[src/rtl/tvcc_pkg.sv]
// Shared types and constants of the calibrated temperature / supply converter.
package tvcc_pkg;

   localparam int SAMPLE_BITS_DEFAULT = 12;

   // configuration register indexes
   localparam int CSR_INDEX_BITS = 1;
   localparam logic [CSR_INDEX_BITS-1:0] CSR_TEMP_CAL = 1'b0;
   localparam logic [CSR_INDEX_BITS-1:0] CSR_VREF_CAL = 1'b1;

   localparam int TEMP_CAL_RESET = 1760;
   localparam int VREF_CAL_RESET = 1520;

   // opcodes; the unused code falls back to raw samples
   localparam logic [1:0] OP_CAL_WORDS = 2'd0;
   localparam logic [1:0] OP_RAW       = 2'd1;
   localparam logic [1:0] OP_CONVERT   = 2'd2;

   // conversion constants
   localparam int TEMP_OFFSET = 300;
   localparam int VOLT_SCALE  = 330;
   localparam int VOLT_BITS   = $clog2(VOLT_SCALE + 1);
   // 10000/5336 reduced by their common factor of 8
   localparam int GAIN_NUM    = 10000 / 8;
   localparam int GAIN_DEN    = 5336 / 8;

   // beyond this difference the temperature saturates either way
   localparam int D_CLAMP     = 20000;
   localparam int MAG_BITS    = $clog2(D_CLAMP + 1);
   localparam int X_BITS      = $clog2(D_CLAMP * GAIN_NUM + 1);
   localparam int RECIP_SHIFT = 32;
   localparam longint RECIP_VALUE = (64'd1 << RECIP_SHIFT) / GAIN_DEN;
   localparam int RECIP_BITS  = $clog2(RECIP_VALUE + 1);
   localparam logic [RECIP_BITS-1:0] RECIP = RECIP_BITS'(RECIP_VALUE);
   localparam int PROD_BITS   = X_BITS + RECIP_BITS;

   localparam int OUT_BITS = 16;
   localparam int OUT_MAX  = 32767;

   localparam int QUEUE_DEPTH = 2;

   typedef enum logic [1:0] {
      KIND_PASS  = 2'd0,
      KIND_CONV  = 2'd1,
      KIND_FAULT = 2'd2
   } kind_type;

   typedef struct packed {
      logic     valid;
      kind_type kind;
   } tag_type;

endpackage

[src/rtl/tvcc_front.sv]
// Front end: calibration registers, opcode classification and numerator products.
module tvcc_front #(
   parameter int SAMPLE_BITS = tvcc_pkg::SAMPLE_BITS_DEFAULT
) (
   input  logic                                        clock,
   input  logic                                        reset,
   input  logic                                        accept,
   input  logic [1:0]                                  req_opcode,
   input  logic [SAMPLE_BITS-1:0]                      req_temp_sample,
   input  logic [SAMPLE_BITS-1:0]                      req_vref_sample,
   input  logic                                        csr_write_enable,
   input  logic [tvcc_pkg::CSR_INDEX_BITS-1:0]         csr_index,
   input  logic [SAMPLE_BITS-1:0]                      csr_write_data,
   output tvcc_pkg::tag_type                           out_tag,
   output logic [SAMPLE_BITS-1:0]                      out_a,
   output logic [SAMPLE_BITS-1:0]                      out_b,
   output logic [SAMPLE_BITS-1:0]                      out_divisor,
   output logic [2*SAMPLE_BITS-1:0]                    out_num_q,
   output logic [SAMPLE_BITS+tvcc_pkg::VOLT_BITS-1:0]  out_num_v
);

   localparam int SB  = SAMPLE_BITS;
   localparam int NVB = SB + tvcc_pkg::VOLT_BITS;

   logic [SB-1:0]      temp_cal_ff, temp_cal_in;
   logic [SB-1:0]      vref_cal_ff, vref_cal_in;
   tvcc_pkg::tag_type  tag_ff, tag_in;
   logic [SB-1:0]      a_ff, a_in, b_ff, b_in, div_ff, div_in;
   logic [2*SB-1:0]    nq_ff, nq_in;
   logic [NVB-1:0]     nv_ff, nv_in;

   always_comb begin
      temp_cal_in = temp_cal_ff;
      vref_cal_in = vref_cal_ff;
      if (csr_write_enable) begin
         case (csr_index)
            tvcc_pkg::CSR_TEMP_CAL: temp_cal_in = csr_write_data;
            tvcc_pkg::CSR_VREF_CAL: vref_cal_in = csr_write_data;
            default: ;
         endcase
      end
   end

   always_comb begin
      tag_in.valid = accept;
      div_in       = req_vref_sample;
      nq_in        = (2*SB)'(req_temp_sample) * (2*SB)'(vref_cal_ff);
      nv_in        = NVB'(vref_cal_ff) * NVB'(tvcc_pkg::VOLT_SCALE);
      case (req_opcode)
         tvcc_pkg::OP_CAL_WORDS: begin
            tag_in.kind = tvcc_pkg::KIND_PASS;
            a_in        = temp_cal_ff;
            b_in        = vref_cal_ff;
         end
         tvcc_pkg::OP_CONVERT: begin
            tag_in.kind = (req_vref_sample == '0) ? tvcc_pkg::KIND_FAULT
                                                  : tvcc_pkg::KIND_CONV;
            a_in        = temp_cal_ff;
            b_in        = vref_cal_ff;
         end
         default: begin
            tag_in.kind = tvcc_pkg::KIND_PASS;
            a_in        = req_temp_sample;
            b_in        = req_vref_sample;
         end
      endcase
   end

   always_ff @(posedge clock) begin
      if (reset) begin
         temp_cal_ff  <= SB'(tvcc_pkg::TEMP_CAL_RESET);
         vref_cal_ff  <= SB'(tvcc_pkg::VREF_CAL_RESET);
         tag_ff.valid <= 1'b0;
      end else begin
         temp_cal_ff  <= temp_cal_in;
         vref_cal_ff  <= vref_cal_in;
         tag_ff.valid <= tag_in.valid;
      end
   end

   always_ff @(posedge clock) begin
      tag_ff.kind <= tag_in.kind;
      a_ff        <= a_in;
      b_ff        <= b_in;
      div_ff      <= div_in;
      nq_ff       <= nq_in;
      nv_ff       <= nv_in;
   end

   assign out_tag     = tag_ff;
   assign out_a       = a_ff;
   assign out_b       = b_ff;
   assign out_divisor = div_ff;
   assign out_num_q   = nq_ff;
   assign out_num_v   = nv_ff;

endmodule

[src/rtl/tvcc_queue.sv]
// Short queue between front end and back end, registered read side.
module tvcc_queue #(
   parameter int DATA_BITS = 1
) (
   input  logic                   clock,
   input  logic                   reset,
   input  tvcc_pkg::tag_type      push_tag,
   input  logic [DATA_BITS-1:0]   push_data,
   output tvcc_pkg::tag_type      pop_tag,
   output logic [DATA_BITS-1:0]   pop_data,
   output logic                   full
);

   localparam int DEPTH    = tvcc_pkg::QUEUE_DEPTH;
   localparam int PTR_BITS = $clog2(DEPTH);
   localparam int CNT_BITS = $clog2(DEPTH + 1);

   tvcc_pkg::kind_type    mem_kind [DEPTH];
   logic [DATA_BITS-1:0]  mem_data [DEPTH];

   logic [PTR_BITS-1:0]   wr_ptr_ff, wr_ptr_in, rd_ptr_ff, rd_ptr_in;
   logic [CNT_BITS-1:0]   count_ff, count_in;
   tvcc_pkg::tag_type     pop_tag_ff;
   logic [DATA_BITS-1:0]  pop_data_ff;
   logic                  push, pop;

   // back end never stalls: drain one beat whenever something is held
   assign push = push_tag.valid;
   assign pop  = (count_ff != '0);
   assign full = (count_ff == CNT_BITS'(DEPTH));

   always_comb begin
      wr_ptr_in = wr_ptr_ff;
      rd_ptr_in = rd_ptr_ff;
      if (push) begin
         wr_ptr_in = (wr_ptr_ff == PTR_BITS'(DEPTH - 1)) ? '0 : wr_ptr_ff + 1'b1;
      end
      if (pop) begin
         rd_ptr_in = (rd_ptr_ff == PTR_BITS'(DEPTH - 1)) ? '0 : rd_ptr_ff + 1'b1;
      end
      count_in = count_ff + CNT_BITS'(push) - CNT_BITS'(pop);
   end

   always_ff @(posedge clock) begin
      if (reset) begin
         wr_ptr_ff        <= '0;
         rd_ptr_ff        <= '0;
         count_ff         <= '0;
         pop_tag_ff.valid <= 1'b0;
      end else begin
         wr_ptr_ff        <= wr_ptr_in;
         rd_ptr_ff        <= rd_ptr_in;
         count_ff         <= count_in;
         pop_tag_ff.valid <= pop;
      end
   end

   always_ff @(posedge clock) begin
      if (push) begin
         mem_kind[wr_ptr_ff] <= push_tag.kind;
         mem_data[wr_ptr_ff] <= push_data;
      end
   end

   always_ff @(posedge clock) begin
      pop_tag_ff.kind <= mem_kind[rd_ptr_ff];
      pop_data_ff     <= mem_data[rd_ptr_ff];
   end

   assign pop_tag  = pop_tag_ff;
   assign pop_data = pop_data_ff;

`ifndef SYNTHESIS
   a_no_overflow: assert property (@(posedge clock) disable iff (reset)
      !(push && full))
      else $error("queue written while full");
`endif

endmodule

[src/rtl/tvcc_back.sv]
// Back end: pipelined restoring dividers, temperature scaling and result register.
module tvcc_back #(
   parameter int SAMPLE_BITS = tvcc_pkg::SAMPLE_BITS_DEFAULT
) (
   input  logic                                        clock,
   input  logic                                        reset,
   input  tvcc_pkg::tag_type                           in_tag,
   input  logic [SAMPLE_BITS-1:0]                      in_a,
   input  logic [SAMPLE_BITS-1:0]                      in_b,
   input  logic [SAMPLE_BITS-1:0]                      in_divisor,
   input  logic [2*SAMPLE_BITS-1:0]                    in_num_q,
   input  logic [SAMPLE_BITS+tvcc_pkg::VOLT_BITS-1:0]  in_num_v,
   output logic                                        rsp_strobe,
   output logic signed [tvcc_pkg::OUT_BITS-1:0]        rsp_temperature,
   output logic signed [tvcc_pkg::OUT_BITS-1:0]        rsp_supply_voltage,
   output logic                                        rsp_divide_fault
);

   localparam int SB   = SAMPLE_BITS;
   localparam int NVB  = SB + tvcc_pkg::VOLT_BITS;
   localparam int DW   = (2*SB > NVB) ? 2*SB : NVB;
   localparam int OB   = tvcc_pkg::OUT_BITS;
   localparam int MB   = tvcc_pkg::MAG_BITS;
   localparam int XB   = tvcc_pkg::X_BITS;
   localparam int PB   = tvcc_pkg::PROD_BITS;
   localparam int QB   = PB - tvcc_pkg::RECIP_SHIFT;
   localparam int TB   = QB + 2;

   typedef struct packed {
      logic               valid;
      tvcc_pkg::kind_type kind;
      logic [OB-1:0]      val_a;
      logic [OB-1:0]      val_b;
   } side_type;

   function automatic logic [OB-1:0] sat_u(input logic [31:0] v);
      sat_u = (v > 32'(tvcc_pkg::OUT_MAX)) ? OB'(tvcc_pkg::OUT_MAX) : v[OB-1:0];
   endfunction

   // ---------------- divider stages, one quotient bit each ----------------
   logic               vld_ff  [DW];
   logic               vld_in  [DW];
   tvcc_pkg::kind_type kind_ff [DW];
   tvcc_pkg::kind_type kind_in [DW];
   logic [SB-1:0]      a_ff    [DW];
   logic [SB-1:0]      a_in    [DW];
   logic [SB-1:0]      b_ff    [DW];
   logic [SB-1:0]      b_in    [DW];
   logic [SB-1:0]      dv_ff   [DW];
   logic [SB-1:0]      dv_in   [DW];
   logic [SB-1:0]      rq_ff   [DW];
   logic [SB-1:0]      rq_in   [DW];
   logic [SB-1:0]      rv_ff   [DW];
   logic [SB-1:0]      rv_in   [DW];
   logic [DW-1:0]      nq_ff   [DW];
   logic [DW-1:0]      nq_in   [DW];
   logic [DW-1:0]      nv_ff   [DW];
   logic [DW-1:0]      nv_in   [DW];

   always_comb begin
      logic               cv;
      tvcc_pkg::kind_type ck;
      logic [SB-1:0]      ca, cb, cd, crq, crv;
      logic [DW-1:0]      cnq, cnv;
      logic [SB:0]        tq, tv, dz, dq, dvv;
      logic               geq, gev;
      for (int s = 0; s < DW; s++) begin
         if (s == 0) begin
            cv  = in_tag.valid;
            ck  = in_tag.kind;
            ca  = in_a;
            cb  = in_b;
            cd  = in_divisor;
            crq = '0;
            crv = '0;
            cnq = DW'(in_num_q);
            cnv = DW'(in_num_v);
         end else begin
            cv  = vld_ff[s-1];
            ck  = kind_ff[s-1];
            ca  = a_ff[s-1];
            cb  = b_ff[s-1];
            cd  = dv_ff[s-1];
            crq = rq_ff[s-1];
            crv = rv_ff[s-1];
            cnq = nq_ff[s-1];
            cnv = nv_ff[s-1];
         end
         tq  = {crq, cnq[DW-1]};
         tv  = {crv, cnv[DW-1]};
         dz  = {1'b0, cd};
         geq = (tq >= dz);
         gev = (tv >= dz);
         dq  = tq - dz;
         dvv = tv - dz;
         vld_in[s]  = cv;
         kind_in[s] = ck;
         a_in[s]    = ca;
         b_in[s]    = cb;
         dv_in[s]   = cd;
         rq_in[s]   = geq ? dq[SB-1:0] : tq[SB-1:0];
         rv_in[s]   = gev ? dvv[SB-1:0] : tv[SB-1:0];
         // numerator bits shift out on top, quotient bits fill in below
         nq_in[s]   = {cnq[DW-2:0], geq};
         nv_in[s]   = {cnv[DW-2:0], gev};
      end
   end

   always_ff @(posedge clock) begin
      if (reset) begin
         for (int s = 0; s < DW; s++) begin
            vld_ff[s] <= 1'b0;
         end
      end else begin
         vld_ff <= vld_in;
      end
   end

   always_ff @(posedge clock) begin
      kind_ff <= kind_in;
      a_ff    <= a_in;
      b_ff    <= b_in;
      dv_ff   <= dv_in;
      rq_ff   <= rq_in;
      rv_ff   <= rv_in;
      nq_ff   <= nq_in;
      nv_ff   <= nv_in;
   end

   // ---------------- P1: difference, clamp, voltage saturation ----------------
   side_type              side1_ff, side1_in;
   logic                  neg1_ff, neg1_in;
   logic [MB-1:0]         mag1_ff, mag1_in;
   logic signed [DW+1:0]  diff, lim;

   always_comb begin
      diff = $signed((DW+2)'(a_ff[DW-1])) - $signed((DW+2)'(nq_ff[DW-1]));
      lim  = $signed((DW+2)'(tvcc_pkg::D_CLAMP));
      if (diff > lim) begin
         neg1_in = 1'b0;
         mag1_in = MB'(tvcc_pkg::D_CLAMP);
      end else if (diff < -lim) begin
         neg1_in = 1'b1;
         mag1_in = MB'(tvcc_pkg::D_CLAMP);
      end else if (diff < 0) begin
         neg1_in = 1'b1;
         mag1_in = MB'(-diff);
      end else begin
         neg1_in = 1'b0;
         mag1_in = MB'(diff);
      end
      side1_in.valid = vld_ff[DW-1];
      side1_in.kind  = kind_ff[DW-1];
      case (kind_ff[DW-1])
         tvcc_pkg::KIND_PASS: begin
            side1_in.val_a = sat_u(32'(a_ff[DW-1]));
            side1_in.val_b = sat_u(32'(b_ff[DW-1]));
         end
         tvcc_pkg::KIND_CONV: begin
            side1_in.val_a = '0;
            side1_in.val_b = sat_u(32'(nv_ff[DW-1]));
         end
         default: begin
            side1_in.val_a = '0;
            side1_in.val_b = '0;
         end
      endcase
   end

   // ---------------- P2..P4: |d|*1250/667 via reciprocal ----------------
   side_type         side2_ff, side3_ff, side4_ff;
   logic             neg2_ff, neg3_ff, neg4_ff;
   logic [XB-1:0]    x2_ff, x2_in, x3_ff;
   logic [PB-1:0]    p3_ff, p3_in;
   logic [QB-1:0]    q0, q4_ff, q4_in;
   logic [XB-1:0]    r4;

   assign x2_in = XB'(mag1_ff) * XB'(tvcc_pkg::GAIN_NUM);
   assign p3_in = PB'(x2_ff) * PB'(tvcc_pkg::RECIP);

   // estimate is exact or one low
   always_comb begin
      q0    = p3_ff[PB-1:tvcc_pkg::RECIP_SHIFT];
      r4    = x3_ff - XB'(32'(q0) * 32'(tvcc_pkg::GAIN_DEN));
      q4_in = (r4 >= XB'(tvcc_pkg::GAIN_DEN)) ? q0 + 1'b1 : q0;
   end

   // ---------------- P5: offset, saturation, result register ----------------
   logic signed [TB-1:0]  tsum;
   logic signed [OB-1:0]  t_sat;
   logic                  strobe_ff;
   logic signed [OB-1:0]  temp_ff, temp_in, volt_ff, volt_in;
   logic                  fault_ff, fault_in;

   always_comb begin
      if (neg4_ff) begin
         tsum = $signed(TB'(tvcc_pkg::TEMP_OFFSET)) - $signed(TB'(q4_ff));
      end else begin
         tsum = $signed(TB'(tvcc_pkg::TEMP_OFFSET)) + $signed(TB'(q4_ff));
      end
      if (tsum > $signed(TB'(tvcc_pkg::OUT_MAX))) begin
         t_sat = $signed(OB'(tvcc_pkg::OUT_MAX));
      end else if (tsum < -$signed(TB'(tvcc_pkg::OUT_MAX)) - 1) begin
         t_sat = $signed({1'b1, {(OB-1){1'b0}}});
      end else begin
         t_sat = tsum[OB-1:0];
      end
      case (side4_ff.kind)
         tvcc_pkg::KIND_CONV: temp_in = t_sat;
         default:             temp_in = $signed(side4_ff.val_a);
      endcase
      volt_in  = $signed(side4_ff.val_b);
      fault_in = (side4_ff.kind == tvcc_pkg::KIND_FAULT);
   end

   always_ff @(posedge clock) begin
      if (reset) begin
         side1_ff.valid <= 1'b0;
         side2_ff.valid <= 1'b0;
         side3_ff.valid <= 1'b0;
         side4_ff.valid <= 1'b0;
         strobe_ff      <= 1'b0;
      end else begin
         side1_ff.valid <= side1_in.valid;
         side2_ff.valid <= side1_ff.valid;
         side3_ff.valid <= side2_ff.valid;
         side4_ff.valid <= side3_ff.valid;
         strobe_ff      <= side4_ff.valid;
      end
   end

   always_ff @(posedge clock) begin
      side1_ff.kind  <= side1_in.kind;
      side1_ff.val_a <= side1_in.val_a;
      side1_ff.val_b <= side1_in.val_b;
      side2_ff.kind  <= side1_ff.kind;
      side2_ff.val_a <= side1_ff.val_a;
      side2_ff.val_b <= side1_ff.val_b;
      side3_ff.kind  <= side2_ff.kind;
      side3_ff.val_a <= side2_ff.val_a;
      side3_ff.val_b <= side2_ff.val_b;
      side4_ff.kind  <= side3_ff.kind;
      side4_ff.val_a <= side3_ff.val_a;
      side4_ff.val_b <= side3_ff.val_b;
      neg1_ff        <= neg1_in;
      mag1_ff        <= mag1_in;
      neg2_ff        <= neg1_ff;
      x2_ff          <= x2_in;
      neg3_ff        <= neg2_ff;
      x3_ff          <= x2_ff;
      p3_ff          <= p3_in;
      neg4_ff        <= neg3_ff;
      q4_ff          <= q4_in;
      temp_ff        <= temp_in;
      volt_ff        <= volt_in;
      fault_ff       <= fault_in;
   end

   assign rsp_strobe         = strobe_ff;
   assign rsp_temperature    = temp_ff;
   assign rsp_supply_voltage = volt_ff;
   assign rsp_divide_fault   = fault_ff;

`ifndef SYNTHESIS
   a_rem_below_divisor: assert property (@(posedge clock) disable iff (reset)
      vld_ff[DW-1] && (kind_ff[DW-1] == tvcc_pkg::KIND_CONV)
      |-> (rq_ff[DW-1] < dv_ff[DW-1]) && (rv_ff[DW-1] < dv_ff[DW-1]))
      else $error("divider remainder not below divisor");
   a_fault_zero: assert property (@(posedge clock) disable iff (reset)
      rsp_strobe && rsp_divide_fault |-> (rsp_temperature == '0)
                                         && (rsp_supply_voltage == '0))
      else $error("fault beat carries nonzero results");
`endif

endmodule

[src/rtl/temp_vref_calibrated_convert_unit.sv]
// Top level of the calibrated temperature / supply voltage converter.
// Path from start to rsp_strobe: front end, queue, one divider stage per dividend bit with
//   DW = max(2*SAMPLE_BITS, SAMPLE_BITS+9) dividend bits (24 at 12-bit samples), then scaling.
// Throughput: one item per cycle; busy stays low since the back end drains every beat.
// Results cannot be stalled; each appears for one cycle with rsp_strobe.
// Synchronous reset empties the pipeline and loads the factory calibration words.
module temp_vref_calibrated_convert_unit #(
   parameter int SAMPLE_BITS = tvcc_pkg::SAMPLE_BITS_DEFAULT
) (
   input  logic                                  clock,
   input  logic                                  reset,
   input  logic                                  start,
   output logic                                  busy,
   input  logic [1:0]                            req_opcode,
   input  logic [SAMPLE_BITS-1:0]                req_temp_sample,
   input  logic [SAMPLE_BITS-1:0]                req_vref_sample,
   output logic                                  rsp_strobe,
   output logic signed [tvcc_pkg::OUT_BITS-1:0]  rsp_temperature,
   output logic signed [tvcc_pkg::OUT_BITS-1:0]  rsp_supply_voltage,
   output logic                                  rsp_divide_fault,
   input  logic                                  csr_write_enable,
   input  logic [tvcc_pkg::CSR_INDEX_BITS-1:0]   csr_index,
   input  logic [SAMPLE_BITS-1:0]                csr_write_data
);

   localparam int SB      = SAMPLE_BITS;
   localparam int NVB     = SB + tvcc_pkg::VOLT_BITS;
   localparam int DW      = (2*SB > NVB) ? 2*SB : NVB;
   localparam int LATENCY = DW + 8;
   localparam int QW      = 3*SB + 2*SB + NVB;

   logic                accept;
   tvcc_pkg::tag_type   f_tag, q_tag;
   logic [SB-1:0]       f_a, f_b, f_div, q_a, q_b, q_div;
   logic [2*SB-1:0]     f_nq, q_nq;
   logic [NVB-1:0]      f_nv, q_nv;
   logic [QW-1:0]       q_data;
   logic                q_full;

   assign accept = start && !busy;
   assign busy   = q_full;

   tvcc_front #(.SAMPLE_BITS(SB)) u_front (
      .clock            (clock),
      .reset            (reset),
      .accept           (accept),
      .req_opcode       (req_opcode),
      .req_temp_sample  (req_temp_sample),
      .req_vref_sample  (req_vref_sample),
      .csr_write_enable (csr_write_enable),
      .csr_index        (csr_index),
      .csr_write_data   (csr_write_data),
      .out_tag          (f_tag),
      .out_a            (f_a),
      .out_b            (f_b),
      .out_divisor      (f_div),
      .out_num_q        (f_nq),
      .out_num_v        (f_nv)
   );

   tvcc_queue #(.DATA_BITS(QW)) u_queue (
      .clock     (clock),
      .reset     (reset),
      .push_tag  (f_tag),
      .push_data ({f_a, f_b, f_div, f_nq, f_nv}),
      .pop_tag   (q_tag),
      .pop_data  (q_data),
      .full      (q_full)
   );

   assign {q_a, q_b, q_div, q_nq, q_nv} = q_data;

   tvcc_back #(.SAMPLE_BITS(SB)) u_back (
      .clock              (clock),
      .reset              (reset),
      .in_tag             (q_tag),
      .in_a               (q_a),
      .in_b               (q_b),
      .in_divisor         (q_div),
      .in_num_q           (q_nq),
      .in_num_v           (q_nv),
      .rsp_strobe         (rsp_strobe),
      .rsp_temperature    (rsp_temperature),
      .rsp_supply_voltage (rsp_supply_voltage),
      .rsp_divide_fault   (rsp_divide_fault)
   );

`ifndef SYNTHESIS
   a_fixed_latency: assert property (@(posedge clock) disable iff (reset)
      start && !busy |-> ##LATENCY rsp_strobe)
      else $error("result beat missing at fixed latency");
`endif

endmodule
[config.mk]
export PLATFORM = sky130hd
export DESIGN_NAME = temp_vref_calibrated_convert_unit
export DESIGN_NICKNAME = d
export VERILOG_FILES = /design/src/rtl/tvcc_pkg.sv /design/src/rtl/tvcc_front.sv /design/src/rtl/tvcc_queue.sv /design/src/rtl/tvcc_back.sv /design/src/rtl/temp_vref_calibrated_convert_unit.sv
export SDC_FILE = /design/constraint.sdc
export NUM_CORES = 2
export LEC_CHECK = 0
export BUFFER_PORTS_ARGS = -buffer_cell sky130_fd_sc_hd__buf_2
export CORE_ASPECT_RATIO = 1.25
export CORE_MARGIN = 5
export CORE_UTILIZATION = 63
export DETAILED_ROUTE_END_ITERATION = 10
export PLACE_DENSITY_LB_ADDON = 0.1
export SLEW_MARGIN = 15
export SYNTH_ARGS = -nofsm -noshare
export SYNTH_HDL_FRONTEND = slang
export SYNTH_SLANG_ARGS = --single-unit
[constraint.sdc]
create_clock -name clock -period 8.6 [get_ports clock]
set_input_delay 1.29 -clock clock [delete_from_list [all_inputs] [get_ports clock]]
set_output_delay 1.29 -clock clock [all_outputs]
set_load 0.02 [all_outputs]
# After elaboration in Yosys (flattened, before gate mapping)
# Memory sizes are Yosys's and may differ from the RTL's. A register that Yosys moved wholly into a read port is not among the register bits.
# Cells that the tools add are included.
# word_totals
memories,2
out_inout_bits,35
mem_bits_rw,164
regBits,3106
wordCells,455
input_bits,43
# op_classes
reduce_logical,10
muxes,62
mul,5
add_sub_neg,56
magnitude_cmp,55
eq_ne,5
n_bitwise,1
# mem_list
memory,depth,word_bits,read_ports,rd_ports_with_merged_regs,wr,line,text
u_queue.mem_data,2,80,1,1,1,tvcc_queue.sv:19,logic [DATA_BITS-1:0] mem_data [DEPTH];
u_queue.mem_kind,2,2,1,1,1,tvcc_queue.sv:18,tvcc_pkg::kind_type mem_kind [DEPTH];
# op_table
operator,n
$ge 13x12->1,46
$mux 12,46
$sub 12x12->12,44
$mux 16,5
$pmux 28 s2,1
$mul 24x23->47 const B,1
$ge 25x10->1 const B,1
$gt 25x16->1 const B,1
$lt 25x1->1 const B,1
$lt 25x16->1 const B,1
$mul 16x10->25 const B,1
$sub 12x24->25,1
$sub 25x25->25,1
$gt 24x15->1 const B,1
$mul 12x12->24,1
$mul 15x10->24 const B,1
$mul 12x8->20 const B,1
$gt 18x16->1 const B,1
$lt 18x16->1 const B,1
$mux 18,1
$add 9x16->17 const A,1
$sub 9x16->17 const A,1
$add 16x1->16 const B,1
$mux 15,1
other kinds (20),33

# Longest topological paths before layout
# logic_depth
depth_word,6
depth_mapped,24

# Hierarchy
# A second synthesis with hierarchy kept.
# hier_totals
cells_unflattened,10616
area_unflattened_um2,120647.0
# modules_own_cells
mod,cells_per_inst,area_per_inst_um2,n_inst
tvcc_back,9247,103535.5,1
tvcc_front,1006,9233.9,1
tvcc_queue,362,7863.8,1
temp_vref_calibrated_convert_unit,1,13.8,1

# Worst setup path before layout
# No wires, ideal clock.
# synth_timing
path_type,register to register
startpoint,reg u_back.x2_ff[4]
endpoint,reg u_back.p3_ff[47]
synth_period_minus_slack_ps,6466
arrival_time_ps,6339
setup_slack_ps,2134
setup_time_ps,127
stages_incl_launch_ff,23
required_time_ps,8473
cell_sequence,dfxtp_1 -> ha_1 -> inv_1 -> fa_1 -> inv_1 -> fa_1 -> fa_1 -> fa_1 -> inv_1 -> fa_1 -> fa_1 -> inv_1 -> ha_1 -> o21ai_0 -> o21ai_0 -> nand2_1 -> a2111oi_2 -> o31ai_2 -> o31ai_2 -> a31o_2 -> o41a_1 -> and4_1 -> nor3_1
# synth_between
elab_chain_len,1
# synth_lines
item,line,text
"start, declared",tvcc_back.sv:173,"logic [XB-1:0] x2_ff, x2_in, x3_ff;"
"start signal, assigned",tvcc_back.sv:248,x2_ff <= x2_in;
$mul 24x23->47,tvcc_back.sv:179,assign p3_in = PB'(x2_ff) * PB'(tvcc_pkg::RECIP);
named net u_back.p3_in[47],tvcc_back.sv:174,"logic [PB-1:0] p3_ff, p3_in;"
"end signal, assigned",tvcc_back.sv:251,p3_ff <= p3_in;
"end, declared",tvcc_back.sv:174,
# The timed path passes the listed nets, and every way through them passes these cells.
# A chain may end at the register's enable or synchronous reset.

# Worst setup path in the final report
# layout_timing
startpoint,reg u_back.x2_ff[8]
endpoint,reg u_back.p3_ff[47]
# Same word-level chain as after synthesis.

==> run summary <==
===============================================================================
Class of the tightest hold or removal check                          reg -> reg
Path depth of the worst reg2reg path                                         21
Most numerous cell types in the synthesized netlist                sky130_fd_sc_hd__dfxtp_1, sky130_fd_sc_hd__inv_1, sky130_fd_sc_hd__ha_1, sky130_fd_sc_hd__nand2_1, sky130_fd_sc_hd__nor2_1
Launch instance of the worst register-to-register path             u_back.x2_ff[8]
Async set-reset flop share out of synthesis                                  0%
Worst-case register-to-register setup slack                             1.29 ns
Core Box Area                                                        192000 µm²
Number of flip-flops and latches in the synthesized netlist                3217
Maximum clock insertion buffer count                                          4
Grt total ovfl                                                                0
Final weighted congestion in routability-driven placement                 0.913
Share of the yosys chip area belonging to registers                       54.5%
GR met2 Demand/Resource                                                   46.7%
DRT Pass-1 Iters                                                              6
Period Utilization, post-route                                            85.0%
Endpoint kind of the worst setup timing path                           register
Data arrival time of the critical path                                  8.03 ns
Source of the critical timing path                                 u_back.x2_ff[8]
Dominant register cell in the synthesized netlist                  sky130_fd_sc_hd__dfxtp_1
Highest clock rate                                                    0.137 GHz
Number of levels in the clock H-tree                                          5
Final Worst Setup Slack                                                 1.29 ns
Syn Area/Cell                                                          11.7 µm²
Crit path required time                                                 9.32 ns
Insertion delay of the later-clocked pin in the worst-skew pair         0.89 ns
Headroom to the max-slew limit                                            16.7%
Initial antenna violation count                                               4
# DRC                                                                         0
Status                                                             complete, no violations
Top cell type's share of synthesized area                                 50.4%
Final number of max-transition violations                                     0
Chip Width                                                               402 µm
Site Rows                                                                   180
Slew at the pin closest to its max-slew limit                           1.24 ns
Number of hold violations in the final report                                 0
Largest fanout of any net on the critical path                               11
Largest area contributor in the synthesized netlist                sky130_fd_sc_hd__dfxtp_1
Cell area after synthesis                                            121000 µm²
Avg WL per Cell                                                         18.4 µm
Number of violations of the max-capacitance limit                             0
Detail Route Antenna Nets                                                     0
Initial Util                                                              63.2%
Final TNS setup                                                            0 ns
Synthesis-to-layout area growth                                           10.8%
Number of enable-type register cells in the synthesized netlist             164
Final clock skew                                                      0.0656 ns
Hold path startpoint                                               u_back.nq_ff[448]
Most common cell in the netlist                                    sky130_fd_sc_hd__dfxtp_1
Number of DRC markers after the initial detailed-route iteration           3475
Setup repair after global routing missed its margin                          no
Maximum number of pins on one net before global-route repair                 60
Post-CTS setup-driven buffer insertion count                                  0
Global routing met1 resource utilization                                  26.8%
Synth unique cells                                                           82
Yosys warning total                                                           0
Number of clock buffers inserted by TritonCTS                               301
Global routing usage summed across all routing layers                     24.4%
Count of buffers inserted at the top-level ports                             77
Vias in the first global route                                            75743
Clock-pin slew on the worst setup and hold paths                        0.07 ns
Hold buffer count at cts                                                      0
CTS tree                                                                  built
Chip Height                                                              501 µm
Hpwl dp                                                               183000 µm
Final setup viols                                                             0
Syn Inst Count                                                            10339
Capture instance of the worst register-to-register path            u_back.p3_ff[47]
Global-route wire length before repair                                395000 µm
Vias post-DR                                                              71292
Wire length reported by the detailed router                           247000 µm
Met3 Track Usage GR                                                       3.06%
Root buffer selected by CTS                                        sky130_fd_sc_hd__clkbuf_16
Final core utilization                                                    70.0%
Time the worst path needs with I/O delays and setup                     7.31 ns
Number of nets at the end of the flow                                     12178
Most utilized layer in the global route result                             met2
Minimum setup slack after placement                                     1.29 ns
Number of ports placed on the die boundary                                   78
Number of sinks on the clock net                                           3217
Crit Path Category                                                   reg -> reg
Sort of element at the start of the critical path                      register
Worst setup endpoint                                               u_back.p3_ff[47]
Largest cells by area after synthesis                              sky130_fd_sc_hd__dfxtp_1, sky130_fd_sc_hd__ha_1, sky130_fd_sc_hd__fa_1
DR vias/cell                                                               5.32
Die Footprint                                                        201000 µm²
Layout cells sized above 1                                                10.4%
CTS-repair resized insts                                                      0
===============================================================================
-- sequential cells by signal (all words and copies together) (netlist names), 16 cells and up --
signal	cells
u_back.x3_ff	24
u_back.side1_ff	31
u_back.vld_ff	23
u_back.side3_ff	31
u_back.x2_ff	24
u_back.dv_ff	276
u_back.q4_ff	16
u_back.kind_ff	48
u_back.p3_ff	16
u_back.rv_ff	276
u_back.a_ff	288
u_back.nv_ff	550
u_front.out_num_q	24
u_back.rsp_temperature	16
u_back.volt_in	16
u_queue.mem_data	160
u_front.out_num_v	20
u_back.b_ff	288
u_queue.pop_data	80
u_back.side2_ff	31
u_back.rsp_supply_voltage	16
u_back.rq_ff	276
u_back.nq_ff	576
-- worst min path at each step --
stage | cells after the start | endpoint | slack, ns
after floorplan | 0 | u_back.a_ff[0] | 0.31
after global placement | 0 | u_back.a_ff[277] | 0.31
after detailed placement | 0 | u_back.a_ff[138] | 0.31
after CTS | 0 | u_back.nq_ff[425] | 0.26
after global routing | 0 | u_back.nq_ff[425] | 0.28
final | 0 | u_back.nq_ff[425] | 0.27
-- final cells by class --
type                            count  area, µm²
Clock inverter                    118       1150
Clock buffer                      401       8460
Antenna cell                        2       5.00
Sequential cell                  3217      66000
Tap cell                         2548       3190
Timing Repair Buffer              130        783
Inverter                         1185       4450
Multi-Input combinational cell   5810      50300
Fill cell                       13614      57500
-- critical path, stage by stage (launching register included) --
cell and delay, ns:
sky130_fd_sc_hd__dfxtp_1 0.70, sky130_fd_sc_hd__inv_1 0.27, sky130_fd_sc_hd__fa_1 0.60, sky130_fd_sc_hd__inv_1 0.05, sky130_fd_sc_hd__fa_1 0.59, sky130_fd_sc_hd__fa_1 0.48, sky130_fd_sc_hd__fa_1 0.55, sky130_fd_sc_hd__inv_1 0.06
sky130_fd_sc_hd__fa_1 0.45, sky130_fd_sc_hd__fa_1 0.51, sky130_fd_sc_hd__inv_1 0.04, sky130_fd_sc_hd__ha_1 0.31, sky130_fd_sc_hd__nor2_1 0.06, sky130_fd_sc_hd__nor3_1 0.45, sky130_fd_sc_hd__nand2_1 0.14, sky130_fd_sc_hd__a2111oi_2 0.49
sky130_fd_sc_hd__o31ai_2 0.14, sky130_fd_sc_hd__o31ai_2 0.47, sky130_fd_sc_hd__a31o_2 0.28, sky130_fd_sc_hd__o41a_1 0.22, sky130_fd_sc_hd__and4_1 0.23, sky130_fd_sc_hd__nor3_1 0.05
-- kinds of logic after synthesis --
| family | Yosys count | synth area share [%] |
|---|---|---|
| DFF | 3217 | 54.5 |
| and+or+nand+nor | 2016 | 8.13 |
| adders and majority gates | 1490 | 18.0 |
| AOI/OAI and AO/OA | 1329 | 7.26 |
| buffers and inverters | 1317 | 4.10 |
| muxes | 544 | 4.96 |
| xor gates and xnor gates | 425 | 3.08 |
| other | 1 | 0.00309 |
-- layout by cell type, fill, tap and decap left out, types with 166 or more instances in the layout --
cell type                   netlist  final
sky130_fd_sc_hd__nand2_1        524    524
sky130_fd_sc_hd__dfxtp_1       3053   3052
sky130_fd_sc_hd__a21oi_1        332    325
sky130_fd_sc_hd__nor2_1         473    473
sky130_fd_sc_hd__nor3_1         180    179
sky130_fd_sc_hd__mux2_2         460    460
sky130_fd_sc_hd__clkbuf_16        0    307
sky130_fd_sc_hd__o21ai_0        264    264
sky130_fd_sc_hd__fa_1           425    425
sky130_fd_sc_hd__nor2b_1        185    184
sky130_fd_sc_hd__nand4_1        166    166
sky130_fd_sc_hd__ha_1          1065   1065
sky130_fd_sc_hd__xnor2_1        337    337
sky130_fd_sc_hd__inv_1         1185   1185
-- per-stage QoR --
step,instance area [µm²],std cells,hold slack (ns)
after floorplan,121000,10344,0.310
after global placement,125000,12888,0.310
after detailed placement,125000,12889,0.312
after CTS,134000,13408,0.259
after global routing,134000,13411,0.276
final,134000,13411,0.267
-- layer usage --
layer | up-vias | routed length, µm | share of wire [%]
met5 | - | 0 | 0
li1 | 35304 | - | -
met1 | 34117 | 94300 | 38
met3 | 567 | 7360 | 3.0
met4 | 0 | 12100 | 4.9
met2 | 1304 | 133000 | 54
Power is not shown: default switching activity piles up to over one toggle a cycle in this logic, so the estimate is an artifact.
